[src/hdl/assert_macros.svh]
`ifndef ASSERT_MACROS_SVH
`define ASSERT_MACROS_SVH

// Check that holds on every clock edge once reset is released.
`define QR_ASSERT(label, prop, msg) \
	label: assert property (@(posedge clk) disable iff (!arst_n) (prop)) \
		else $error(msg);

// Check that a trigger is followed in the next cycle by a consequence.
`define QR_ASSERT_NEXT(label, trig, cons, msg) \
	label: assert property (@(posedge clk) disable iff (!arst_n) (trig) |=> (cons)) \
		else $error(msg);

`endif

[src/hdl/qrsc_pkg.sv]
`default_nettype none

package qrsc_pkg;

	// fixed field widths
	localparam int IDX_FIELD_W = 20;
	localparam int COORD_W     = 5;
	localparam int BOUND_W     = 32;
	localparam int SC_W        = 21;
	localparam int CFG_INDEX_W = 2;

	// input beat layout, lowest bit first
	localparam int IDX_LSB     = 0;
	localparam int COORD_LSB   = IDX_LSB + IDX_FIELD_W;
	localparam int LOWER_LSB   = COORD_LSB + COORD_W;
	localparam int UPPER_LSB   = LOWER_LSB + BOUND_W;
	localparam int IN_FIELDS_W = UPPER_LSB + BOUND_W;
	localparam int S_TDATA_W   = ((IN_FIELDS_W + 7) / 8) * 8;

	// register indexes
	localparam logic [CFG_INDEX_W-1:0] CFG_SAMPLE_MODE     = 2'd0;
	localparam logic [CFG_INDEX_W-1:0] CFG_SAMPLE_COUNT    = 2'd1;
	localparam logic [CFG_INDEX_W-1:0] CFG_DIMENSION_COUNT = 2'd2;

	// sampling modes
	localparam logic MODE_HALTON     = 1'b0;
	localparam logic MODE_HAMMERSLEY = 1'b1;

	localparam int MAX_DIMENSIONS = 30;
	localparam int FRAC_W         = 32;
	localparam int STEP_W         = $clog2(FRAC_W);
	localparam int DIGIT_W        = 8;
	localparam int RECIP_W        = 32;
	localparam int MUL_W          = 32;
	localparam int PROD_W         = 2 * MUL_W;

	localparam int PRIME_COUNT = 40;
	localparam int PRIME_IDX_W = $clog2(PRIME_COUNT);

	typedef logic [DIGIT_W-1:0] prime_t;
	typedef logic [RECIP_W-1:0] recip_t;

	localparam prime_t PRIMES [PRIME_COUNT] = '{
		8'd2,   8'd3,   8'd5,   8'd7,   8'd11,  8'd13,  8'd17,  8'd19,
		8'd23,  8'd29,  8'd31,  8'd37,  8'd41,  8'd43,  8'd47,  8'd53,
		8'd59,  8'd61,  8'd67,  8'd71,  8'd73,  8'd79,  8'd83,  8'd89,
		8'd97,  8'd101, 8'd103, 8'd107, 8'd109, 8'd113, 8'd127, 8'd131,
		8'd137, 8'd139, 8'd149, 8'd151, 8'd157, 8'd163, 8'd167, 8'd173
	};

	// ceil(2^32 / p): exact quotient for any dividend below 2^20
	localparam logic [63:0] RECIP_TOP = 64'hFFFF_FFFF;

	localparam recip_t RECIPS [PRIME_COUNT] = '{
		32'(RECIP_TOP / 2 + 1),   32'(RECIP_TOP / 3 + 1),
		32'(RECIP_TOP / 5 + 1),   32'(RECIP_TOP / 7 + 1),
		32'(RECIP_TOP / 11 + 1),  32'(RECIP_TOP / 13 + 1),
		32'(RECIP_TOP / 17 + 1),  32'(RECIP_TOP / 19 + 1),
		32'(RECIP_TOP / 23 + 1),  32'(RECIP_TOP / 29 + 1),
		32'(RECIP_TOP / 31 + 1),  32'(RECIP_TOP / 37 + 1),
		32'(RECIP_TOP / 41 + 1),  32'(RECIP_TOP / 43 + 1),
		32'(RECIP_TOP / 47 + 1),  32'(RECIP_TOP / 53 + 1),
		32'(RECIP_TOP / 59 + 1),  32'(RECIP_TOP / 61 + 1),
		32'(RECIP_TOP / 67 + 1),  32'(RECIP_TOP / 71 + 1),
		32'(RECIP_TOP / 73 + 1),  32'(RECIP_TOP / 79 + 1),
		32'(RECIP_TOP / 83 + 1),  32'(RECIP_TOP / 89 + 1),
		32'(RECIP_TOP / 97 + 1),  32'(RECIP_TOP / 101 + 1),
		32'(RECIP_TOP / 103 + 1), 32'(RECIP_TOP / 107 + 1),
		32'(RECIP_TOP / 109 + 1), 32'(RECIP_TOP / 113 + 1),
		32'(RECIP_TOP / 127 + 1), 32'(RECIP_TOP / 131 + 1),
		32'(RECIP_TOP / 137 + 1), 32'(RECIP_TOP / 139 + 1),
		32'(RECIP_TOP / 149 + 1), 32'(RECIP_TOP / 151 + 1),
		32'(RECIP_TOP / 157 + 1), 32'(RECIP_TOP / 163 + 1),
		32'(RECIP_TOP / 167 + 1), 32'(RECIP_TOP / 173 + 1)
	};

endpackage

`default_nettype wire

[src/hdl/quasi_random_sample_coordinate_top.sv]
`default_nettype none
`include "assert_macros.svh"

// Quasi-random sample coordinate generator (Halton / Hammersley). Each input
// beat asks for coordinate j of sample i and returns one output beat holding
// that coordinate scaled into [lower_bound, upper_bound] (signed Q16.16,
// saturated). Halton mode uses the radical inverse of i in prime j+1 (2, 3,
// 5, ...); Hammersley mode gives coordinate 0 as i / sample_count (held just
// below one when i >= sample_count or the count is zero) and coordinate j as
// the radical inverse in prime j. Fractions are 32-bit, truncated. A
// coordinate at or above dimension_count (or 30) returns zero with
// out_of_range set. One item is in flight at a time; s_axis_tready is high
// only while the sequencer is idle, and a finished result waits in the output
// register without stopping the next input beat. The sequencer runs its steps
// over one shared 32x32 multiplier and one compare/subtract unit: accept,
// then per base-p digit of sample_index a reciprocal multiply and a digit
// accumulate, then restoring division for the fraction, then scaling and the
// output register. Hammersley coordinate 0 skips the digit steps (and the
// division when held just below one); an out-of-range request goes straight
// to the output register. A result held up by m_axis_tready stalls the
// sequencer in its final step until the output register is free.
// Configuration writes are taken every cycle and belong to idle periods.
module quasi_random_sample_coordinate_top import qrsc_pkg::*; #(
	parameter int INDEX_BITS = 20
) (
	input  wire                   clk,
	input  wire                   arst_n,
	// configuration write channel
	input  wire                   cfg_valid,
	output logic                  cfg_ready,
	input  wire [CFG_INDEX_W-1:0] cfg_index,
	input  wire [SC_W-1:0]        cfg_data,
	// request stream
	input  wire                   s_axis_tvalid,
	output logic                  s_axis_tready,
	// tdata: sample_index[19:0], coordinate[24:20], lower_bound[56:25],
	//        upper_bound[88:57], zero pad[95:89]
	input  wire [S_TDATA_W-1:0]   s_axis_tdata,
	// result stream
	output logic                  m_axis_tvalid,
	input  wire                   m_axis_tready,
	// tdata: coordinate_value[31:0]
	output logic [BOUND_W-1:0]    m_axis_tdata,
	// tuser: out_of_range[0]
	output logic                  m_axis_tuser
);

	// only the low INDEX_BITS of the index field take part
	localparam int IDX_W = (INDEX_BITS < IDX_FIELD_W) ? INDEX_BITS : IDX_FIELD_W;
	// rev and den stay below p * 2^IDX_W; also hold sample_count
	localparam int DEN_W = (IDX_W + DIGIT_W > SC_W) ? IDX_W + DIGIT_W : SC_W;
	localparam int QB_W  = IDX_W + DIGIT_W;

	typedef logic [2:0] state_t;
	localparam state_t ST_IDLE      = 3'd0;
	localparam state_t ST_DIGIT_MUL = 3'd1;
	localparam state_t ST_DIGIT_ACC = 3'd2;
	localparam state_t ST_DIVIDE    = 3'd3;
	localparam state_t ST_SCALE_MUL = 3'd4;
	localparam state_t ST_SCALE_FIN = 3'd5;

	// control
	state_t              state_q;
	logic [STEP_W-1:0]   step_q;
	logic                m_valid_q;
	logic                mode_q;
	logic [SC_W-1:0]     count_q;
	logic [COORD_W-1:0]  dim_q;

	// datapath
	logic [IDX_W-1:0]    k_q;
	prime_t              base_q;
	recip_t              recip_q;
	logic [DEN_W-1:0]    rev_q;
	logic [DEN_W-1:0]    den_q;
	logic [FRAC_W-1:0]   frac_q;
	logic [MUL_W-1:0]    mag_q;
	logic                neg_q;
	logic [BOUND_W-1:0]  lower_q;
	logic                oor_q;
	logic [PROD_W-1:0]   prod_q;
	logic [BOUND_W-1:0]  m_data_q;
	logic                m_user_q;

	// request fields
	logic [IDX_W-1:0]       in_idx;
	logic [COORD_W-1:0]     in_coord;
	logic [BOUND_W-1:0]     in_lower;
	logic [BOUND_W-1:0]     in_upper;
	logic                   in_accept;
	logic                   in_oor;
	logic                   ham_first;
	logic                   ham_sat;
	logic [PRIME_IDX_W-1:0] pidx;
	prime_t                 in_base;
	recip_t                 in_recip;
	logic [BOUND_W:0]       span;
	logic [BOUND_W:0]       span_neg;

	// shared units
	logic [MUL_W-1:0]    mul_a;
	logic [MUL_W-1:0]    mul_b;
	logic [DEN_W:0]      div_shift;
	logic [DEN_W:0]      div_diff;
	logic                div_take;

	// digit step
	logic [IDX_W-1:0]    kq;
	logic [QB_W-1:0]     qb;
	prime_t              digit;

	// scaling
	logic [BOUND_W-1:0]  sc_q;
	logic                sc_rest;
	logic [BOUND_W+1:0]  sc_s;
	logic [BOUND_W+1:0]  sc_v;
	logic [BOUND_W-1:0]  sc_sat;
	logic                out_free;

	assign in_idx   = s_axis_tdata[IDX_LSB +: IDX_W];
	assign in_coord = s_axis_tdata[COORD_LSB +: COORD_W];
	assign in_lower = s_axis_tdata[LOWER_LSB +: BOUND_W];
	assign in_upper = s_axis_tdata[UPPER_LSB +: BOUND_W];

	assign s_axis_tready = (state_q == ST_IDLE);
	assign in_accept     = s_axis_tvalid && s_axis_tready;
	assign cfg_ready     = 1'b1;

	assign in_oor    = (in_coord >= dim_q) || (int'(in_coord) >= MAX_DIMENSIONS);
	assign ham_first = (mode_q == MODE_HAMMERSLEY) && (in_coord == '0);
	assign ham_sat   = (count_q == '0) || (SC_W'(in_idx) >= count_q);

	// Hammersley shifts the prime list by one coordinate
	assign pidx = PRIME_IDX_W'(in_coord)
		- PRIME_IDX_W'((mode_q == MODE_HAMMERSLEY) && (in_coord != '0));
	assign in_base  = (pidx < PRIME_IDX_W'(PRIME_COUNT)) ? PRIMES[pidx] : PRIMES[0];
	assign in_recip = (pidx < PRIME_IDX_W'(PRIME_COUNT)) ? RECIPS[pidx] : RECIPS[0];

	// span magnitude and sign, 33-bit exact
	assign span     = {in_upper[BOUND_W-1], in_upper} - {in_lower[BOUND_W-1], in_lower};
	assign span_neg = ~span + 1'b1;

	// shared multiplier: reciprocal divide of k, or span * fraction
	assign mul_a = (state_q == ST_DIGIT_MUL) ? MUL_W'(k_q) : mag_q;
	assign mul_b = (state_q == ST_DIGIT_MUL) ? recip_q : frac_q;

	// shared compare/subtract: one restoring division step
	assign div_shift = {rev_q, 1'b0};
	assign div_diff  = div_shift - {1'b0, den_q};
	assign div_take  = !div_diff[DEN_W];

	// k / p from the registered product, k % p by back-multiplication
	assign kq    = prod_q[MUL_W +: IDX_W];
	assign qb    = QB_W'(kq) * QB_W'(base_q);
	assign digit = DIGIT_W'(QB_W'(k_q) - qb);

	// lower + floor(frac * span / 2^32), floor toward minus infinity
	assign sc_q    = prod_q[PROD_W-1 -: BOUND_W];
	assign sc_rest = |prod_q[FRAC_W-1:0];
	assign sc_s    = neg_q ? ((BOUND_W+2)'(0) - (BOUND_W+2)'(sc_q) - (BOUND_W+2)'(sc_rest))
	                       : (BOUND_W+2)'(sc_q);
	assign sc_v    = {{2{lower_q[BOUND_W-1]}}, lower_q} + sc_s;

	always_comb begin
		if (sc_v[BOUND_W+1:BOUND_W-1] == 3'b000 || sc_v[BOUND_W+1:BOUND_W-1] == 3'b111) begin
			sc_sat = sc_v[BOUND_W-1:0];
		end else if (sc_v[BOUND_W+1]) begin
			sc_sat = {1'b1, {(BOUND_W-1){1'b0}}};
		end else begin
			sc_sat = {1'b0, {(BOUND_W-1){1'b1}}};
		end
	end

	assign out_free = !m_valid_q || m_axis_tready;

	// configuration registers
	always_ff @(posedge clk or negedge arst_n) begin
		if (!arst_n) begin
			mode_q  <= MODE_HAMMERSLEY;
			count_q <= SC_W'(1024);
			dim_q   <= COORD_W'(2);
		end else if (cfg_valid && cfg_ready) begin
			unique case (cfg_index)
				CFG_SAMPLE_MODE:     mode_q  <= cfg_data[0];
				CFG_SAMPLE_COUNT:    count_q <= cfg_data;
				CFG_DIMENSION_COUNT: dim_q   <= cfg_data[COORD_W-1:0];
				default: ;
			endcase
		end
	end

	// sequencer and output valid
	always_ff @(posedge clk or negedge arst_n) begin
		if (!arst_n) begin
			state_q   <= ST_IDLE;
			step_q    <= '0;
			m_valid_q <= 1'b0;
		end else begin
			if (state_q == ST_SCALE_FIN && out_free) begin
				m_valid_q <= 1'b1;
			end else if (m_axis_tready) begin
				m_valid_q <= 1'b0;
			end
			unique case (state_q)
				ST_IDLE: begin
					step_q <= '0;
					if (in_accept) begin
						if (in_oor) begin
							state_q <= ST_SCALE_FIN;
						end else if (ham_first) begin
							state_q <= ham_sat ? ST_SCALE_MUL : ST_DIVIDE;
						end else begin
							state_q <= (in_idx == '0) ? ST_DIVIDE : ST_DIGIT_MUL;
						end
					end
				end
				ST_DIGIT_MUL: state_q <= ST_DIGIT_ACC;
				ST_DIGIT_ACC: state_q <= (kq == '0) ? ST_DIVIDE : ST_DIGIT_MUL;
				ST_DIVIDE: begin
					step_q <= step_q + 1'b1;
					if (step_q == STEP_W'(FRAC_W - 1)) begin
						state_q <= ST_SCALE_MUL;
					end
				end
				ST_SCALE_MUL: state_q <= ST_SCALE_FIN;
				ST_SCALE_FIN: begin
					if (out_free) begin
						state_q <= ST_IDLE;
					end
				end
				default: state_q <= ST_IDLE;
			endcase
		end
	end

	// datapath registers
	always_ff @(posedge clk) begin
		prod_q <= PROD_W'(mul_a) * PROD_W'(mul_b);
		unique case (state_q)
			ST_IDLE: begin
				if (in_accept) begin
					k_q     <= in_idx;
					base_q  <= in_base;
					recip_q <= in_recip;
					lower_q <= in_lower;
					neg_q   <= span[BOUND_W];
					mag_q   <= span[BOUND_W] ? span_neg[BOUND_W-1:0] : span[BOUND_W-1:0];
					oor_q   <= in_oor;
					// held just below one when the index reaches the count or the count is zero
					frac_q  <= (ham_first && ham_sat) ? '1 : '0;
					if (ham_first) begin
						rev_q <= DEN_W'(in_idx);
						den_q <= DEN_W'(count_q);
					end else begin
						rev_q <= '0;
						den_q <= DEN_W'(1);
					end
				end
			end
			ST_DIGIT_ACC: begin
				k_q   <= kq;
				rev_q <= DEN_W'(rev_q * DEN_W'(base_q)) + DEN_W'(digit);
				den_q <= DEN_W'(den_q * DEN_W'(base_q));
			end
			ST_DIVIDE: begin
				rev_q  <= div_take ? div_diff[DEN_W-1:0] : div_shift[DEN_W-1:0];
				frac_q <= {frac_q[FRAC_W-2:0], div_take};
			end
			ST_SCALE_FIN: begin
				if (out_free) begin
					m_data_q <= oor_q ? '0 : sc_sat;
					m_user_q <= oor_q;
				end
			end
			default: ;
		endcase
	end

	assign m_axis_tvalid = m_valid_q;
	assign m_axis_tdata  = m_data_q;
	assign m_axis_tuser  = m_user_q;

	`QR_ASSERT(a_div_den_nonzero, (state_q == ST_DIVIDE) |-> (den_q != '0),
		"division entered with zero divisor")
	`QR_ASSERT(a_div_rem_below, (state_q == ST_DIVIDE) |-> (rev_q < den_q),
		"division remainder not below divisor")
	`QR_ASSERT(a_digit_k_nonzero, (state_q == ST_DIGIT_ACC) |-> (k_q != '0),
		"digit step on an exhausted index")
	`QR_ASSERT_NEXT(a_accept_busy, in_accept, (state_q != ST_IDLE),
		"accepted request left the sequencer idle")

endmodule

`default_nettype wire
[config.mk]
export PLATFORM = sky130hd
export DESIGN_NAME = quasi_random_sample_coordinate_top
export DESIGN_NICKNAME = d
export VERILOG_FILES = /design/src/hdl/qrsc_pkg.sv /design/src/hdl/quasi_random_sample_coordinate_top.sv
export VERILOG_INCLUDE_DIRS = /design/src /design/src/hdl
export SDC_FILE = /design/constraint.sdc
export NUM_CORES = 2
export LEC_CHECK = 0
export ABC_AREA = 1
export BUFFER_PORTS_ARGS = -buffer_cell sky130_fd_sc_hd__buf_2
export CAP_MARGIN = 15
export CELL_PAD_IN_SITES_DETAIL_PLACEMENT = 0
export CELL_PAD_IN_SITES_GLOBAL_PLACEMENT = 1
export CORE_MARGIN = 4
export CORE_UTILIZATION = 50
export DETAILED_ROUTE_END_ITERATION = 7
export PLACE_DENSITY = 0.9
export REMOVE_ABC_BUFFERS = 1
export SETUP_SLACK_MARGIN = 0.5
export SYNTH_ARGS = -nofsm -noshare
export SYNTH_HDL_FRONTEND = slang
export SYNTH_SLANG_ARGS = --single-unit
[constraint.sdc]
create_clock -name clk -period 9.6 [get_ports clk]
set_clock_uncertainty 0.15 [all_clocks]
set_input_delay 1.92 -clock clk [delete_from_list [all_inputs] [get_ports clk]]
set_output_delay 1.92 -clock clk [all_outputs]
set_load 0.02 [all_outputs]
======== Word level (Yosys, flattened, before mapping) ========
Memory sizes are Yosys's and may differ from the RTL's. A register that Yosys moved wholly into a read port is not among the register bits.
Cells that the tools add are included.
storage, ports and cells
  register bits ........................... 307
  ROM bits ................................ 2560
  input port bits ......................... 124
  output and inout port bits .............. 36
  word-level logic and storage cells ...... 116
  memories ................................ 2
memory list
  memory            words  width  rd ports  clocked after Yosys merged registers in  wr ports  line                                       source
  (name not given)  64     32     1         1                                        0         quasi_random_sample_coordinate_top.sv:137  assign in_recip = (pidx < PRIME_IDX_W'(PRIME_COUNT)) ? RECIPS[pidx] : RECIPS[0];
  (name not given)  64     8      1         1                                        0         quasi_random_sample_coordinate_top.sv:136  assign in_base = (pidx < PRIME_IDX_W'(PRIME_COUNT)) ? PRIMES[pidx] : PRIMES[0];
operators by class
  $add $sub $neg .......................... 10
  multiply operators ...................... 4
  $lt $le $gt $ge ......................... 4
  eq/ne operators ......................... 12
  mux-type cells .......................... 30
  bitwise operators ....................... 2
  reductions and logical operators ........ 35
operators by type and width
  operator                 number
  $mux W32                 7
  $mux W28                 3
  $pmux W28 S3             1
  $mul A32 B32 Y64         1
  $pmux W32 S2             1
  $mul A28 B8 Y28          2
  $pmux W28 S2             1
  $logic_not A20 Y1        2
  $mux W20                 2
  $pmux W20 S2             1
  $add A34 B34 Y34         1
  $mux W34                 1
  $sub A33 B2 Y34          1
  $sub A1 B32 Y33 const A  1
  $sub A32 B32 Y33         1
  $add A32 B1 Y32 const B  1
  $not A32 Y32             1
  $reduce_or A32 Y1        1
  $sub A29 B28 Y29         1
  $add A28 B8 Y28          1
  $ge A20 B21 Y1           1
  $logic_not A21 Y1        1
  $mux W21                 1
  $mul A20 B8 Y8           1
  31 further kinds         62

======== Logic depth before layout (Yosys ltp) ========
  depth in word-level cells ............... 7
  gate-level depth with buffers ........... 40

======== Worst setup path after synthesis ========
OpenSTA, ideal clock, no wires.
  path type ............................... flip-flop to flip-flop
  from .................................... reg state_q[0]
  to ...................................... reg prod_q[60]
  setup time .............................. 112 ps
  data arrival time ....................... 7604 ps
  required time ........................... 9338 ps
  path slack .............................. 1734 ps
  stages on the path, launching flop included .. 35
  buffers on the path ..................... 4
  cells stage by stage .................... dfrtp_1 -> inv_1 -> nor2_1 -> nand2_1 -> buf_2 -> clkbuf_1 -> clkbuf_1 -> nand2_1 -> inv_1 -> clkbuf_1 -> nand2_1 -> fa_1 -> fa_1 -> fa_1 -> fa_1 -> inv_1 -> fa_1 -> fa_1 -> fa_1 -> inv_1 -> fa_1 -> inv_1 -> ha_1 -> a21oi_1 -> inv_1 -> a31oi_1 -> inv_1 -> a21oi_1 -> nor2_1 -> a211oi_1 -> nor2_1 -> nor4_1 -> nand2_1 -> nand2_1 -> nand2_1
on the way
  cells in the longest elaborated chain, start to end .. 3
ends and longest elaborated chain
  what                                line                                                                                  source
  start, declared                     quasi_random_sample_coordinate_top.sv:63                                              state_t state_q;
  start signal, assigned              quasi_random_sample_coordinate_top.sv:211                                             state_q <= ham_sat ? ST_SCALE_MUL : ST_DIVIDE;
  start signal, assigned              quasi_random_sample_coordinate_top.sv:213                                             state_q <= (in_idx == '0) ? ST_DIVIDE : ST_DIGIT_MUL;
  start signal, assigned              quasi_random_sample_coordinate_top.sv:218                                             ST_DIGIT_ACC: state_q <= (kq == '0) ? ST_DIVIDE : ST_DIGIT_MUL;
  $eq A3 B1 Y1 *                      quasi_random_sample_coordinate_top.sv:144, quasi_random_sample_coordinate_top.sv:145
  $mux W32, on equally long branches  quasi_random_sample_coordinate_top.sv:144, quasi_random_sample_coordinate_top.sv:145
  $mul A32 B32 Y64 *                  quasi_random_sample_coordinate_top.sv:238                                             prod_q <= PROD_W'(mul_a) * PROD_W'(mul_b);
  end signal, assigned                quasi_random_sample_coordinate_top.sv:238
  end, declared                       quasi_random_sample_coordinate_top.sv:81                                              logic [PROD_W-1:0] prod_q;
Every way passes the cells marked *; elsewhere a longest branch is shown, timed or not.
A chain may end at the register's enable or synchronous reset.

======== Final worst setup path ========
  from .................................... reg state_q[0]
  to ...................................... reg prod_q[48]
The elaborated chain is that of the path after synthesis.

==> reports/qor.yml <==
clk_latency_ns: 0.61
numClockSinks: 347
final_hold_viol_count: 0
hold_path.class: "reg -> reg"
gr-total-overflow: 0
final_cell_mix: "inv_1, nand2_1, fa_1, nor2_1, ha_1"
synth_area_mm2: 0.0692
cts_buffers: 43
portBuffers: 151
yosysSeqAreaShare: 0.139
layout_commonest_cell: "inv_1"
die_h_um: 380
yosysWarnings: 0
dr.pass1.iters: 8
synth_top_flop_cell: "edfxtp_1"
grt_antenna_before_repair: 6
synth_mux_area_frac: 0
synth-seq-cells: 347
cap_violations: 0
htreeDepth: 2
drive_above_1_share: 0.0709
place_ws_ns: 0.567
max_freq_ghz: 0.113
vias: 59900
drc: 0
status: "complete, no violations"
cts_tree: "yes"
dieArea_mm2: 0.144
initial_core_util: 0.503
synth_cell_types: 67
die_w_um: 380
drt_iter0_drc: 5320
rows: 136
rsz0062_at_grt: "false"
antenna_left: 0
path_clk_slew_ns: 0.07
cpMostUsedCell: "fa_1"
worstMarginPinSlew_ns: 1.08
arrival_ns: 9.16
final.min_clock_period_ns: 8.82
wl_per_cell_um: 22.4
yosys.area_share.simple: 0.190
final_nets: 10900
io_pins: 160
cts_root_buffer: "clkbuf_16"
slowest_delay_ns: 0.57
cp_max_fo: 16
core_mm2: 0.137
route.final.wire_length_um: 244000
clock_path_buffers: 3
setup_viol: 0
setup.worst_path.end_class: "flip-flop"
cp_slowest_cell: "fa_1"
grt_use_total: 0.337
slew_headroom: 0.280
post-route-util: 0.545
maxSlewViolCount: 0
dp_hpwl_um: 200000
critPathRequiredTime_ns: 9.94
grt_start_max_net_pins: 69
synthCells: 8835
final.setup.tns_ns: 0
synthAdderAreaFrac: 0.437
critPathKind: "reg -> reg"
place_congestion: 1.04
start_kind: "flip-flop"
syn_avg_cell_area_um2: 7.83
layout_setup_ws_ns: 0.783
synth_edf_count: 247
ctsHoldBuffers: 0
avgViaCountPerCell: 5.52
async_reset_ff_frac: 0.104
final.period_utilization: 0.918
rrSetupSlack_ns: 0.78
syn_to_final_growth_pct: 8.38
grt_pass1_vias: 62100
synth_top_family_by_area: "adder cells"
synth_compound_area_frac: 0.0742
grt_pass1_wl_um: 371000
synth_xor_area_frac: 0.0318
[kinds of logic (layout without fill, tap and decap cells)]
group / after synthesis / in the layout
AND/OR/NAND/NOR: 3270 / 3272
flip-flops: 347 / 347
buffers and inverters: 2354 / 2577
XOR/XNOR: 249 / 249
AO/OA/AOI/OAI: 910 / 910
other: 1 / 3
adder cells (fa/ha/maj): 1704 / 1704
[critical path: cells and delay by family, from the launching register on]
family | cells | cell delay [ns]
buffers and inverters | 12 | 1.60
AND/OR/NAND/NOR | 6 | 0.65
flip-flops | 1 | 0.43
XOR/XNOR | 1 | 0.17
adder cells (fa/ha/maj) | 9 | 4.44
AO/OA/AOI/OAI | 7 | 1.25
[cells in the mapped netlist (64+ instances only)]
library cell	number	area (um^2)
a21oi_1	330	1650
ha_1	518	6480
nand3_1	227	1140
o21ai_0	334	1670
xor2_1	145	1270
nor2_1	1014	3810
fa_1	1186	23700
inv_1	2003	7520
edfxtp_1	247	7420
clkbuf_1	253	950
nand2_1	1814	6810
dfxtp_1	64	1280
xnor2_1	101	885
[state kept, by name, indices dropped and copies added (netlist names), 5 cells and up]
signal / cells
mag_q: 32
dim_q: 5
lower_q: 32
base_q: 8
prod_q: 64
count_q: 21
recip_q: 32
rev_q: 28
frac_q: 32
k_q: 20
den_q: 28
step_q: 5
m_axis_tdata: 32
[worst paths after layout]
kind / start / end / cells after the start
setup / recovery: state_q[0] / prod_q[48] / 35
max in group asynchronous: arst_n / dim_q[2] / 1
setup reg to reg: state_q[0] / prod_q[48] / 35
hold reg to reg: dim_q[4] / dim_q[4] / 2
hold / removal: dim_q[4] / dim_q[4] / 2
min in group asynchronous: arst_n / count_q[20] / 1
[what timing repair did]
action,in CTS,in global routing
setup endpoints to repair,0,36
gates resized for setup,0,42
setup buffers,0,16
[stage by stage]
stage | area [um^2] | hold WS, ns | cells
after floorplan | 68000 | 0.301 | 8526
after global placement | 73200 | 0.322 | 10800
after detailed placement | 73200 | 0.329 | 10800
after CTS | 74700 | 0.343 | 10800
after global routing | 75000 | 0.365 | 10900
final | 75000 | 0.339 | 10900
[cell type report]
cell class                 count  area (um^2)
sequential                   347         9610
timing repair buffer         452         3100
fill                       13200        62500
inverter                    2045         7740
clock inverter                36          359
tap                         1794         2240
antenna                        2         5.00
clock buffer                  44         1100
multi-input combinational   6136        50800
[per-layer routing]
metal  wire length, um  share of wire  global-route usage
met3             22200          0.091              0.0656
met5                30        0.00012                   0
met2            106000           0.43               0.519
met4             17900          0.073               0.191
met1             97600           0.40               0.446
Power is left out: the tool's default activity adds up to more than one toggle a clock period on the data nets, which glitch-free logic cannot reach.
